--- src/hw/rtl/bmpd_pkg.sv ---
`default_nettype none

package bmpd_pkg;

   // Largest width or height accepted
   localparam int MAX_DIM = 2048;
   localparam int DIM_W   = $clog2(MAX_DIM + 1);

   localparam logic [31:0] MAX_DIM_WORD = 32'(MAX_DIM);

   // Header byte positions where a field completes
   localparam logic [31:0] POS_SIGNATURE   = 32'd1;
   localparam logic [31:0] POS_OFFSET      = 32'd13;
   localparam logic [31:0] POS_WIDTH       = 32'd21;
   localparam logic [31:0] POS_HEIGHT      = 32'd25;
   localparam logic [31:0] POS_PLANES      = 32'd27;
   localparam logic [31:0] POS_DEPTH       = 32'd29;
   localparam logic [31:0] POS_COMPRESSION = 32'd33;
   localparam logic [31:0] HEADER_BYTES    = 32'd34;

   localparam logic [15:0] SIGNATURE  = 16'h4D42;
   localparam logic [15:0] PLANES     = 16'd1;
   localparam logic [15:0] PIXEL_BITS = 16'd24;

   typedef enum logic [1:0] {
      KIND_WIDTH  = 2'd0,
      KIND_HEIGHT = 2'd1,
      KIND_PIXEL  = 2'd2,
      KIND_ERROR  = 2'd3
   } kind_type;

   typedef enum logic [2:0] {
      PH_HEADER = 3'd0,
      PH_HEIGHT = 3'd1,
      PH_SKIP   = 3'd2,
      PH_PIXELS = 3'd3,
      PH_PAD    = 3'd4,
      PH_DONE   = 3'd5,
      PH_ERROR  = 3'd6
   } phase_type;

   typedef struct packed {
      logic [7:0] data_byte;
      logic       start_of_file;
   } req_item_type;

   typedef struct packed {
      kind_type    kind;
      logic [15:0] value;
      logic [10:0] row;
      logic [10:0] column;
      logic        last_of_image;
   } rsp_item_type;

   // Registered input item handed to the parser
   typedef struct packed {
      logic         valid;
      req_item_type item;
   } stage_type;

endpackage

`default_nettype wire

--- src/hw/rtl/bmpd_ifs.sv ---
`default_nettype none

interface bmpd_req_if;
   logic                  valid;
   logic                  ready;
   bmpd_pkg::req_item_type item;

   modport source (output valid, output item, input ready);
   modport sink   (input valid, input item, output ready);
endinterface

interface bmpd_rsp_if;
   logic                  valid;
   logic                  ready;
   bmpd_pkg::rsp_item_type item;

   modport source (output valid, output item, input ready);
   modport sink   (input valid, input item, output ready);
endinterface

`default_nettype wire

--- src/hw/rtl/bmpd_in_stage.sv ---
`default_nettype none

module bmpd_in_stage (
   input  wire logic                clock,
   input  wire logic                reset,
   bmpd_req_if.sink                 req_bus,
   output bmpd_pkg::stage_type      stage,
   input  wire logic                consume
);

   logic                   main_valid_ff;
   bmpd_pkg::req_item_type main_item_ff;
   logic                   skid_valid_ff;
   bmpd_pkg::req_item_type skid_item_ff;
   logic                   accept;
   logic                   main_free;

   // ready comes straight from a flop; the skid entry catches the item
   // taken while the parser stalls
   assign req_bus.ready = !skid_valid_ff;
   assign accept        = req_bus.valid && !skid_valid_ff;
   assign main_free     = !main_valid_ff || consume;

   always_ff @(posedge clock) begin
      if (reset) begin
         main_valid_ff <= 1'b0;
         skid_valid_ff <= 1'b0;
      end else if (main_free) begin
         if (skid_valid_ff) begin
            main_valid_ff <= 1'b1;
            skid_valid_ff <= 1'b0;
         end else begin
            main_valid_ff <= accept;
         end
      end else if (accept) begin
         skid_valid_ff <= 1'b1;
      end
   end

   always_ff @(posedge clock) begin
      if (main_free) begin
         main_item_ff <= skid_valid_ff ? skid_item_ff : req_bus.item;
      end
      if (!main_free && accept) begin
         skid_item_ff <= req_bus.item;
      end
   end

   assign stage.valid = main_valid_ff;
   assign stage.item  = main_item_ff;

endmodule

`default_nettype wire

--- src/hw/rtl/bmpd_parser.sv ---
`default_nettype none

module bmpd_parser (
   input  wire logic                clock,
   input  wire logic                reset,
   input  wire bmpd_pkg::stage_type stage,
   output logic                     consume,
   bmpd_rsp_if.source               rsp_bus
);

   localparam int DW = bmpd_pkg::DIM_W;

   bmpd_pkg::phase_type phase_ff, phase_in;
   logic [31:0]         pos_ff, pos_in;
   logic [31:0]         hw_ff, hw_in;
   logic [31:0]         offset_ff, offset_in;
   logic [DW-1:0]       width_ff, width_in;
   logic [DW-1:0]       height_ff, height_in;
   logic                top_down_ff, top_down_in;
   logic [10:0]         part_ff, part_in;
   logic [1:0]          bip_ff, bip_in;
   logic [DW-1:0]       col_ff, col_in;
   logic [DW-1:0]       frow_ff, frow_in;
   logic [1:0]          pad_ff, pad_in;

   logic                   out_valid_ff;
   bmpd_pkg::rsp_item_type out_item_ff;
   logic                   out_free;

   logic [7:0]          b;
   logic                sof;
   bmpd_pkg::phase_type eff_phase;
   bmpd_pkg::phase_type data_phase;
   logic [31:0]         eff_pos;
   logic [31:0]         hw_next;
   logic [31:0]         height_mag;
   logic                hdr_fail;
   logic                empty_image;
   logic                pixel_now;
   logic [DW-1:0]       col_inc;
   logic [DW-1:0]       frow_inc;
   logic [15:0]         pix_word;
   logic [31:0]         drow_wide;
   logic [31:0]         col_wide;
   logic                last_pix;

   logic                   res_valid;
   bmpd_pkg::rsp_item_type res_item;

   assign out_free = !out_valid_ff || rsp_bus.ready;
   assign consume  = stage.valid && out_free;

   assign b   = stage.item.data_byte;
   assign sof = stage.item.start_of_file;

   // start of file acts as a reset taken in the same cycle as its byte
   assign eff_phase = sof ? bmpd_pkg::PH_HEADER : phase_ff;
   assign eff_pos   = sof ? '0 : pos_ff;
   assign hw_next   = {b, (sof ? 24'd0 : hw_ff[31:8])};

   assign height_mag = hw_next[31] ? (~hw_next + 32'd1) : hw_next;

   always_comb begin
      hdr_fail = 1'b0;
      if (eff_pos == bmpd_pkg::POS_SIGNATURE && hw_next[31:16] != bmpd_pkg::SIGNATURE) begin
         hdr_fail = 1'b1;
      end
      if (eff_pos == bmpd_pkg::POS_OFFSET && hw_next < bmpd_pkg::HEADER_BYTES) begin
         hdr_fail = 1'b1;
      end
      if (eff_pos == bmpd_pkg::POS_WIDTH && hw_next > bmpd_pkg::MAX_DIM_WORD) begin
         hdr_fail = 1'b1;
      end
      if (eff_pos == bmpd_pkg::POS_HEIGHT && height_mag > bmpd_pkg::MAX_DIM_WORD) begin
         hdr_fail = 1'b1;
      end
      if (eff_pos == bmpd_pkg::POS_PLANES && hw_next[31:16] != bmpd_pkg::PLANES) begin
         hdr_fail = 1'b1;
      end
      if (eff_pos == bmpd_pkg::POS_DEPTH && hw_next[31:16] != bmpd_pkg::PIXEL_BITS) begin
         hdr_fail = 1'b1;
      end
      if (eff_pos == bmpd_pkg::POS_COMPRESSION && hw_next != 32'd0) begin
         hdr_fail = 1'b1;
      end
   end

   assign empty_image = (width_ff == '0) || (height_ff == '0);

   // the height byte is also the first byte of the skip/data area
   assign data_phase = (eff_phase == bmpd_pkg::PH_HEIGHT) ? bmpd_pkg::PH_SKIP : eff_phase;
   assign pixel_now  = (data_phase == bmpd_pkg::PH_PIXELS) ||
                       (data_phase == bmpd_pkg::PH_SKIP && pos_ff == offset_ff);

   assign col_inc  = col_ff + DW'(1);
   assign frow_inc = frow_ff + DW'(1);
   assign pix_word = {b[7:3], part_ff};
   assign drow_wide = top_down_ff ? 32'(frow_ff)
                                  : (32'(height_ff) - 32'd1 - 32'(frow_ff));
   assign col_wide  = 32'(col_ff);
   assign last_pix  = (col_inc == width_ff) && (frow_inc == height_ff);

   // next state
   always_comb begin
      phase_in    = phase_ff;
      pos_in      = pos_ff;
      hw_in       = hw_ff;
      offset_in   = offset_ff;
      width_in    = width_ff;
      height_in   = height_ff;
      top_down_in = top_down_ff;
      part_in     = part_ff;
      bip_in      = bip_ff;
      col_in      = col_ff;
      frow_in     = frow_ff;
      pad_in      = pad_ff;
      if (sof) begin
         phase_in    = bmpd_pkg::PH_HEADER;
         pos_in      = '0;
         hw_in       = '0;
         offset_in   = '0;
         width_in    = '0;
         height_in   = '0;
         top_down_in = 1'b0;
         part_in     = '0;
         bip_in      = '0;
         col_in      = '0;
         frow_in     = '0;
         pad_in      = '0;
      end
      if (eff_phase == bmpd_pkg::PH_HEADER) begin
         hw_in  = hw_next;
         pos_in = eff_pos + 32'd1;
         if (hdr_fail) begin
            phase_in = bmpd_pkg::PH_ERROR;
         end else begin
            if (eff_pos == bmpd_pkg::POS_OFFSET) begin
               offset_in = hw_next;
            end
            if (eff_pos == bmpd_pkg::POS_WIDTH) begin
               width_in = hw_next[DW-1:0];
            end
            if (eff_pos == bmpd_pkg::POS_HEIGHT) begin
               height_in   = height_mag[DW-1:0];
               top_down_in = hw_next[31];
            end
            if (eff_pos == bmpd_pkg::POS_COMPRESSION) begin
               phase_in = bmpd_pkg::PH_HEIGHT;
            end
         end
      end else if (eff_phase == bmpd_pkg::PH_HEIGHT && empty_image) begin
         phase_in = bmpd_pkg::PH_DONE;
      end else begin
         case (data_phase)
            bmpd_pkg::PH_SKIP, bmpd_pkg::PH_PIXELS: begin
               if (!pixel_now) begin
                  phase_in = bmpd_pkg::PH_SKIP;
                  pos_in   = pos_ff + 32'd1;
               end else begin
                  phase_in = bmpd_pkg::PH_PIXELS;
                  case (bip_ff)
                     2'd0: begin
                        part_in = {6'd0, b[7:3]};
                        bip_in  = 2'd1;
                     end
                     2'd1: begin
                        part_in = {b[7:2], part_ff[4:0]};
                        bip_in  = 2'd2;
                     end
                     default: begin
                        bip_in = 2'd0;
                        if (col_inc >= width_ff) begin
                           col_in  = '0;
                           frow_in = frow_inc;
                           if (frow_inc >= height_ff) begin
                              phase_in = bmpd_pkg::PH_DONE;
                           end else begin
                              pad_in = width_ff[1:0];
                              if (width_ff[1:0] != 2'd0) begin
                                 phase_in = bmpd_pkg::PH_PAD;
                              end
                           end
                        end else begin
                           col_in = col_inc;
                        end
                     end
                  endcase
               end
            end
            bmpd_pkg::PH_PAD: begin
               pad_in = pad_ff - 2'd1;
               if (pad_ff == 2'd1) begin
                  phase_in = bmpd_pkg::PH_PIXELS;
               end
            end
            default: begin
            end
         endcase
      end
   end

   // result of this item
   always_comb begin
      res_valid              = 1'b0;
      res_item.kind          = bmpd_pkg::KIND_ERROR;
      res_item.value         = '0;
      res_item.row           = '0;
      res_item.column        = '0;
      res_item.last_of_image = 1'b0;
      case (eff_phase)
         bmpd_pkg::PH_HEADER: begin
            if (hdr_fail) begin
               res_valid = 1'b1;
            end else if (eff_pos == bmpd_pkg::POS_COMPRESSION) begin
               res_valid      = 1'b1;
               res_item.kind  = bmpd_pkg::KIND_WIDTH;
               res_item.value = 16'(width_ff);
            end
         end
         bmpd_pkg::PH_HEIGHT: begin
            res_valid      = 1'b1;
            res_item.kind  = bmpd_pkg::KIND_HEIGHT;
            res_item.value = 16'(height_ff);
         end
         bmpd_pkg::PH_SKIP, bmpd_pkg::PH_PIXELS: begin
            if (pixel_now && bip_ff == 2'd2) begin
               res_valid              = 1'b1;
               res_item.kind          = bmpd_pkg::KIND_PIXEL;
               res_item.value         = pix_word;
               res_item.row           = drow_wide[10:0];
               res_item.column        = col_wide[10:0];
               res_item.last_of_image = last_pix;
            end
         end
         default: begin
         end
      endcase
   end

   always_ff @(posedge clock) begin
      if (reset) begin
         phase_ff    <= bmpd_pkg::PH_HEADER;
         pos_ff      <= '0;
         hw_ff       <= '0;
         offset_ff   <= '0;
         width_ff    <= '0;
         height_ff   <= '0;
         top_down_ff <= 1'b0;
         part_ff     <= '0;
         bip_ff      <= '0;
         col_ff      <= '0;
         frow_ff     <= '0;
         pad_ff      <= '0;
      end else if (consume) begin
         phase_ff    <= phase_in;
         pos_ff      <= pos_in;
         hw_ff       <= hw_in;
         offset_ff   <= offset_in;
         width_ff    <= width_in;
         height_ff   <= height_in;
         top_down_ff <= top_down_in;
         part_ff     <= part_in;
         bip_ff      <= bip_in;
         col_ff      <= col_in;
         frow_ff     <= frow_in;
         pad_ff      <= pad_in;
      end
   end

   always_ff @(posedge clock) begin
      if (reset) begin
         out_valid_ff <= 1'b0;
      end else if (out_free) begin
         out_valid_ff <= consume && res_valid;
      end
   end

   always_ff @(posedge clock) begin
      if (out_free) begin
         out_item_ff <= res_item;
      end
   end

   assign rsp_bus.valid = out_valid_ff;
   assign rsp_bus.item  = out_item_ff;

endmodule

`default_nettype wire

--- src/hw/rtl/bmp24_to_rgb565_stream_decoder_unit.sv ---
// Two register stages: the input register, with its skid entry, and the
// result register, which holds each result until it is taken.
// Throughput: one byte per cycle; the parser takes one item per cycle from
// its input register whenever the result register is free or being taken.
// Reset (synchronous, active high) empties both registers and puts the
// parser at header byte 0; start_of_file resets the parser for its own byte.
`default_nettype none

module bmp24_to_rgb565_stream_decoder_unit (
   input  wire logic  clock,
   input  wire logic  reset,
   bmpd_req_if.sink   req_bus,
   bmpd_rsp_if.source rsp_bus
);

   bmpd_pkg::stage_type stage;
   logic                consume;

   bmpd_in_stage u_in_stage (
      .clock   (clock),
      .reset   (reset),
      .req_bus (req_bus),
      .stage   (stage),
      .consume (consume)
   );

   bmpd_parser u_parser (
      .clock   (clock),
      .reset   (reset),
      .stage   (stage),
      .consume (consume),
      .rsp_bus (rsp_bus)
   );

endmodule

`default_nettype wire
--- src/flat_wrapper.sv ---
// flat-port wrapper written by rule: the top's interface ports become plain ports
module bmp24_to_rgb565_stream_decoder_unit_flat 
  (clock, reset, req_bus_valid, req_bus_item, req_bus_ready, rsp_bus_valid, rsp_bus_item, rsp_bus_ready);
  bmpd_req_if req_bus_i ();
  bmpd_rsp_if rsp_bus_i ();
  input  wire logic clock;
  input  wire logic reset;
  input wire logic [$bits(req_bus_i.valid)-1:0] req_bus_valid;
  input wire logic [$bits(req_bus_i.item)-1:0] req_bus_item;
  output wire logic [$bits(req_bus_i.ready)-1:0] req_bus_ready;
  output wire logic [$bits(rsp_bus_i.valid)-1:0] rsp_bus_valid;
  output wire logic [$bits(rsp_bus_i.item)-1:0] rsp_bus_item;
  input wire logic [$bits(rsp_bus_i.ready)-1:0] rsp_bus_ready;
  assign req_bus_i.valid = req_bus_valid;
  assign req_bus_i.item = req_bus_item;
  assign req_bus_ready = req_bus_i.ready;
  assign rsp_bus_valid = rsp_bus_i.valid;
  assign rsp_bus_item = rsp_bus_i.item;
  assign rsp_bus_i.ready = rsp_bus_ready;
  bmp24_to_rgb565_stream_decoder_unit u_core (.clock(clock), .reset(reset), .req_bus(req_bus_i), .rsp_bus(rsp_bus_i));
endmodule
--- config.mk ---
export PLATFORM = sky130hd
export DESIGN_NAME = bmp24_to_rgb565_stream_decoder_unit_flat
export DESIGN_NICKNAME = d
export VERILOG_FILES = /design/src/hw/rtl/bmpd_pkg.sv /design/src/hw/rtl/bmpd_ifs.sv /design/src/hw/rtl/bmpd_in_stage.sv /design/src/hw/rtl/bmpd_parser.sv /design/src/hw/rtl/bmp24_to_rgb565_stream_decoder_unit.sv /design/src/flat_wrapper.sv
export SDC_FILE = /design/constraint.sdc
export NUM_CORES = 1
export LEC_CHECK = 0
export BUFFER_PORTS_ARGS = -buffer_cell sky130_fd_sc_hd__buf_4
export CAP_MARGIN = 10
export CORE_ASPECT_RATIO = 1.1
export CORE_MARGIN = 8
export CORE_UTILIZATION = 25
export DETAILED_ROUTE_END_ITERATION = 10
export PLACE_DENSITY = 0.36
export SYNTH_ARGS = -nofsm -noshare
export SYNTH_HDL_FRONTEND = slang
export SYNTH_SLANG_ARGS = --single-unit
--- constraint.sdc ---
create_clock -name clock -period 11.45 [get_ports clock]
set_clock_uncertainty 0.2 [all_clocks]
set_input_delay 1.7175 -clock clock [delete_from_list [all_inputs] [get_ports clock]]
set_output_delay 1.7175 -clock clock [all_outputs]
set_load 0.02 [all_outputs]
# After elaboration in Yosys (flattened, before gate mapping)

Index checks and enable logic that the tools add are counted.

Register bits: 225
Logic and storage cells: 189

$add $sub $neg: 8
Order comparisons: 5
Equality and inequality tests: 23
Muxes and demuxes: 90
Bitwise gates (word level): 1
Reduce and logical (&&, ||, !) cells: 37

Operators by type and width:

| cell                                                                               | number |
|---|---|
| 32-bit two-way mux                                                                 | 12 |
| 12-bit two-way mux                                                                 | 22 |
| 32-bit by 5-bit == test with 1-bit output (second input constant)                  | 4 |
| 32-bit by 1-bit adder with 32-bit output (second input constant)                   | 3 |
| 11-bit two-way mux                                                                 | 6 |
| 32-bit by 12-bit greater-than comparator with 1-bit output (second input constant) | 2 |
| 18-bit case mux with 3 select lines                                                | 1 |
| 40-bit two-way mux                                                                 | 1 |
| 18-bit two-way mux                                                                 | 2 |
| 3-bit two-way mux                                                                  | 12 |
| 32-bit by 1-bit == test with 1-bit output (second input constant)                  | 1 |
| 32-bit == test                                                                     | 1 |
| 32-bit by 4-bit == test with 1-bit output (second input constant)                  | 1 |
| 32-bit by 6-bit == test with 1-bit output (second input constant)                  | 1 |
| 32-bit by 6-bit less-than comparator with 1-bit output (second input constant)     | 1 |
| 32-bit NOT                                                                         | 1 |
| 32-bit nonzero test                                                                | 1 |
| 12-bit by 1-bit adder with 12-bit output (second input constant)                   | 2 |
| 12-bit == test                                                                     | 2 |
| 12-bit greater-or-equal comparator                                                 | 2 |
| 12-bit logical NOT                                                                 | 2 |
| 2-bit two-way mux                                                                  | 12 |
| 24-bit two-way mux                                                                 | 1 |
| 11-bit case mux with 2 select lines                                                | 1 |
| 25 further kinds                                                                   | 70 |

# Longest topological paths before layout

Word-level depth: 13
Gate-level depth with buffers: 19

# By module

A second synthesis with hierarchy kept.

Cells, all modules: 1523
Area, all modules: 13013.7 um^2

Modules (own cells, without submodules):

| module        | times used | cells each | area an instance (um^2) | seq. area each (um^2) |
|---|---|---|---|---|
| bmpd_parser   | 1          | 1486       | 12253.0                 | 4354.2 |
| bmpd_in_stage | 1          | 37         | 760.7                   | 580.6 |

# Worst setup path after synthesis

No wires, ideal clock.

Path kind: flip-flop to flip-flop
Start: register u_core.u_in_stage.main_item_ff, in the netlist u_core.u_in_stage.stage[0]
End: register u_core.u_parser.top_down_ff
Library setup time: 117 ps
Arrival time: 4384 ps
Data required time: 11133 ps
Path slack: 6749 ps
Cell stages (with the launch flop): 19
Path buffers: 6
Cell sequence: edfxtp_1 -> buf_2 -> inv_1 -> clkbuf_1 -> clkbuf_1 -> clkbuf_1 -> clkbuf_1 -> nand2_1 -> ha_1 -> nand2b_1 -> a211o_1 -> a221oi_1 -> or4b_1 -> o41ai_1 -> o221ai_1 -> nor2_1 -> a21boi_1 -> buf_2 -> a22o_1

Word-level cells in the longest chain between the ends: 12
Elaborated cells between the ends (all ways): 39
Those cells by class: add/sub: 1; order compare: 3; eq/ne: 10; mux: 15; bitwise: 1; reduce/logical: 9

RTL lines:

| element                                                                                                | RTL line                             | text |
|---|---|---|
| start: declaration                                                                                     | bmpd_in_stage.sv:12                  | `bmpd_pkg::req_item_type main_item_ff;` |
| start signal: assignment                                                                               | bmpd_in_stage.sv:42                  | `main_item_ff <= skid_valid_ff ? skid_item_ff : req_bus.item;` |
| 24-bit two-way mux / 32-bit two-way mux (equally long branches)                                        | bmpd_parser.sv:59, bmpd_parser.sv:58 |  |
| 32-bit NOT, or another cell as far along                                                               | bmpd_parser.sv:61                    | `assign height_mag = hw_next[31] ? (~hw_next + 32'd1) : hw_next;` |
| 32-bit by 1-bit adder with 32-bit output / 1-bit logical AND (equally long branches)                   | bmpd_parser.sv:61, bmpd_parser.sv:65 |  |
| 32-bit two-way mux / 1-bit two-way mux (equally long branches)                                         | bmpd_parser.sv:61, bmpd_parser.sv:65 |  |
| 32-bit by 12-bit greater-than comparator with 1-bit output / 1-bit two-way mux (equally long branches) | bmpd_parser.sv:74, bmpd_parser.sv:68 |  |
| 1-bit logical AND / 1-bit two-way mux (equally long branches)                                          | bmpd_parser.sv:74, bmpd_parser.sv:71 |  |
| 1-bit two-way mux                                                                                      | bmpd_parser.sv:74                    | `if (eff_pos == bmpd_pkg::POS_HEIGHT && height_mag > bmpd_pkg::MAX_DIM_WORD) begin` |
| 1-bit two-way mux                                                                                      | bmpd_parser.sv:77                    | `if (eff_pos == bmpd_pkg::POS_PLANES && hw_next[31:16] != bmpd_pkg::PLANES) begin` |
| 1-bit two-way mux                                                                                      | bmpd_parser.sv:80                    | `if (eff_pos == bmpd_pkg::POS_DEPTH && hw_next[31:16] != bmpd_pkg::PIXEL_BITS) begin` |
| 1-bit two-way mux                                                                                      | bmpd_parser.sv:83                    | `if (eff_pos == bmpd_pkg::POS_COMPRESSION && hw_next != 32'd0) begin` |
| 1-bit two-way mux                                                                                      | bmpd_parser.sv:134                   | `if (hdr_fail) begin` |
| 1-bit two-way mux *                                                                                    | bmpd_parser.sv:131                   | `if (eff_phase == bmpd_pkg::PH_HEADER) begin` |
| end signal: assignment                                                                                 | bmpd_parser.sv:261                   | `top_down_ff <= top_down_in;` |
| end: declaration                                                                                       | bmpd_parser.sv:19                    | `logic top_down_ff, top_down_in;` |

Every way passes the cells marked *; elsewhere a longest branch is shown, timed or not.
A chain may end at the register's enable or synchronous reset.

# Worst setup path after layout

Start: register u_core.u_in_stage.main_item_ff, in the netlist u_core.u_in_stage.stage[0]
End: register u_core.u_parser.pos_ff[28]

Word-level cells in the longest chain between the ends: 10
Elaborated cells between the ends (all ways): 16
Those cells by class: add/sub: 1; eq/ne: 3; mux: 7; reduce/logical: 5

RTL lines:

| element                                  | RTL line                              | text |
|---|---|---|
| 3-bit two-way mux                        | bmpd_parser.sv:57                     | `assign eff_phase = sof ? bmpd_pkg::PH_HEADER : phase_ff;` |
| 3-bit by 1-bit == test with 1-bit output | bmpd_parser.sv:91, bmpd_parser.sv:151 |  |
| 3-bit two-way mux                        | bmpd_parser.sv:91                     | `assign data_phase = (eff_phase == bmpd_pkg::PH_HEIGHT) ? bmpd_pkg::PH_SKIP : eff_phase;` |
| 3-bit by 2-bit == test with 1-bit output | bmpd_parser.sv:93, bmpd_parser.sv:154 |  |
| 1-bit logical AND                        | bmpd_parser.sv:93                     | `(data_phase == bmpd_pkg::PH_SKIP && pos_ff == offset_ff);` |
| 1-bit logical OR                         | bmpd_parser.sv:92                     | `assign pixel_now = (data_phase == bmpd_pkg::PH_PIXELS) \|\|` |
| 32-bit two-way mux                       | bmpd_parser.sv:156                    | `if (!pixel_now) begin` |
| 32-bit two-way mux                       | bmpd_parser.sv:154                    | `case (data_phase)` |
| 32-bit two-way mux                       | bmpd_parser.sv:151                    | `end else if (eff_phase == bmpd_pkg::PH_HEIGHT && empty_image) begin` |
| 32-bit two-way mux *                     | bmpd_parser.sv:131                    |  |
| end signal: assignment                   | bmpd_parser.sv:256                    | `pos_ff <= pos_in;` |
| end: declaration                         | bmpd_parser.sv:14                     | `logic [31:0] pos_ff, pos_in;` |

Marks and branches as above.

==> reports/results.ini <==
[run_status]
status=finished clean

[global_route]
grt_pass1_vias=11490
grt.total_usage=0.1627
grt_overflow=0
antenna_found_initial=0
grt_start_max_net_pins=52
grt_pass1_wl_um=74150

[placed_design]
portBuffers=55
dpl-instance-area_um2=13710
dpl.hpwl_um=34730
gp_congestion=0.8113

[detailed_routing]
via_count=11500
postRouteAntennaNets=0
drt_wl_total_um=48970
vias_per_cell=5.234
wl_per_cell_um=22.28
drtIter0Drc=809
drcViolationCount=0
first_pass_iters=6

[cts]
clock_sinks=217
cts.hold.buffers_added=0
cts_resized=0
cts_setup_buffers=0
cts_root_buf=clkbuf_16
clockBufferDepth=3
cts_inserted_buffers=27
htree_num_levels=1
cts_tree=yes
clock_latency_ns=0.56
clk_pin_slew_ns=0.06

[timing]
worstMarginPinSlew_ns=1.176
max_freq_mhz=212.3
finalSetupViolations=0
finalCritPeriodShare=0.4113
whs_ns=0.2711
setup-tns-final_ns=0
rsz0062_at_grt=no
drv_slew=0
hold_viol_final=0
min_period_ns=4.709
slew_headroom=0.2162

[worst_setup_path]
start_kind=flip-flop
worstSetupEndpointType=flip-flop
cpLargestDelayFamily=compound AO/OA/AOI/OAI gates
cp_max_fo=51
cpPeakStageDelay_ns=0.85
cp_common_cell=buf_4
slowest_stage=a21oi_1
cp_data_arrival_time_ns=4.92
crit_type=flip-flop to flip-flop
critPathBufInv=3
path_cells=buf_4, buf_4, nor2_1, and3_1, o21a_1, nor3_1, buf_4, nand4_1, a21oi_1, nand3_1, o211ai_1, o41ai_1
cp.required_ns=11.67

[synth]
synth_fp_nets=1576
synth-edff-count=59
synth_area_um2=12770
synth_cells=1521
ys_warn_count=0
synth.avg_cell_area_um2=8.397
ys_ff_latch=217
async_flop_share=0
yosysUniqueCellTypes=85
synth_seq_area_share=0.3864
synth_ff_type=dfxtp_1

[floorplan]
pin_count=56
die_h_um=253.1
die_w_um=231.5
dieArea_um2=58590
rows=87
coreArea_um2=50840
initial_core_util=0.2512

[min_path]
min_path_type=flip-flop to flip-flop

[job]
max-cap-violations=0

[finish]
area_growth_pct=14.25
final_cell_area_um2=14590
n_antenna_cell=0
final_common_cell=dfxtp_1
drive_gt1_frac=0.1039
fin_nets=1565
final_cell_mix=158 x dfxtp_1, 151 x nand2_1, 148 x nor2_1, 102 x a21oi_1, 76 x buf_4
nFillCells=5448

[pwr]
p_per_area_nw_per_um2=122.6
p_leak_nw=5.788
peakVddDrop_mv=0.09351

cell families (layout without fill, tap and decap cells):
group                    after synthesis  after routing  synth area share
AO/OA/AOI/OAI                        395            395            0.2112
XOR/XNOR                              72             72           0.04937
adder cells (fa/ha/maj)               42             42           0.04173
buffers and inverters                172            182           0.05417
flip-flops                           217            217            0.3864
multiplexers                          22             22           0.01832
AND/OR/NAND/NOR                      601            601            0.2388
per-stage QoR:
stage / util / std cells / setup slack [ns] / total power [mW]
3_3_place_gp: 0.2697 / 2148 / 6.531 / 0.9350
4_1_cts: 0.2871 / 2198 / 6.747 / 1.822
6_report: 0.2871 / 2198 / 6.741 / 1.790
5_1_grt: 0.2871 / 2198 / 6.417 / 1.861
3_5_place_dp: 0.2697 / 2148 / 6.365 / 0.9342
2_1_floorplan: - / 1521 / 6.749 / 0.8879
sequential cells by signal, indices dropped and copies added, names as in the netlist:
register and flops:
u_core.u_in_stage.skid_item_ff 9, u_core.u_in_stage.main_valid_ff 1, u_core.u_parser.col_ff 12, u_core.u_in_stage.skid_valid_ff 1
u_core.u_parser.offset_ff 32, u_core.u_parser.phase_ff 3, u_core.u_parser.rsp_bus.item 41, u_core.u_parser.height_ff 12
u_core.u_in_stage.stage 9, u_core.u_parser.top_down_ff 1, u_core.u_parser.pad_ff 2, u_core.u_parser.bip_ff 2
u_core.u_parser.part_ff 11, u_core.u_parser.frow_ff 12, u_core.u_parser.hw_ff 24, u_core.u_parser.pos_ff 32
u_core.u_parser.rsp_bus.valid 1, u_core.u_parser.width_ff 12
final timing paths:
| path | startpoint | endpoint | slack (ns) | depth (start not counted) |
|---|---|---|---|---|
| min reg2reg | u_core.u_parser.pad_ff[1] | u_core.u_parser.pad_ff[1] | 0.27 | 1 |
| max reg2reg | u_core.u_in_stage.stage[0] | u_core.u_parser.pos_ff[28] | 6.74 | 12 |
| min | u_core.u_parser.pad_ff[1] | u_core.u_parser.pad_ff[1] | 0.27 | 1 |
| max | u_core.u_in_stage.stage[0] | u_core.u_parser.pos_ff[28] | 6.74 | 12 |
routing by layer:
metal	vias to the layer above	GRT usage	part of all wire
met1	5570	0.2019	0.43
met3	85	0.02196	0.043
li1	5566	-	-
met2	283	0.2818	0.49
met5	-	0	0
met4	0	0.06447	0.037
synthesized netlist by cell type, types with 12 or more instances:
cell	number	area (um2)
dfxtp_1	158	3163
nand2_1	151	566.8
nor2_1	148	555.5
a21oi_1	103	515.5
clkbuf_1	74	277.8
nand3_1	65	325.3
o21ai_0	64	320.3
edfxtp_1	59	1772
inv_1	55	206.5
xor2_1	52	455.4
a22o_1	41	359.1
ha_1	41	513.0
and3_1	40	250.2
nor4_1	37	231.5
nor3_1	33	165.2
nand4_1	28	175.2
buf_2	26	130.1
and2_1	24	150.1
a22oi_1	21	157.7
xnor2_1	20	175.2
a31oi_1	17	106.4
o21ai_1	14	70.07
nor2b_1	13	81.33
buf_1	12	45.04
power by group:
part | total (mW) | leakage (nW) | internal, mW | switching [mW]
clock | 0.873 | 0.436 | 0.511 | 0.361
sequential | 0.807 | 1.95 | 0.790 | 0.0171
combinational | 0.109 | 3.41 | 0.0323 | 0.0771
total | 1.79 | 5.79 | 1.33 | 0.456
worst reg2reg max path, delay by kind of cell (launching register included):
family	cells	cell delay, ns
AO/OA/AOI/OAI	4	1.46
buffers and inverters	3	1.18
flip-flops	1	0.32
AND/OR/NAND/NOR	5	1.43
area by class of cell:
cell class / count / area (um2) / area share
Clock buffer: 35 / 719.4 / 0.04930
Clock inverter: 15 / 162.7 / 0.01115
Inverter: 56 / 210.2 / 0.01440
Multi-Input combinational cell: 1132 / 7161 / 0.4907
Sequential cell: 217 / 4935 / 0.3382
Tap cell: 667 / 834.6 / 0.05719
Timing Repair Buffer: 76 / 570.5 / 0.03910
(Power assumes the default switching activity.)
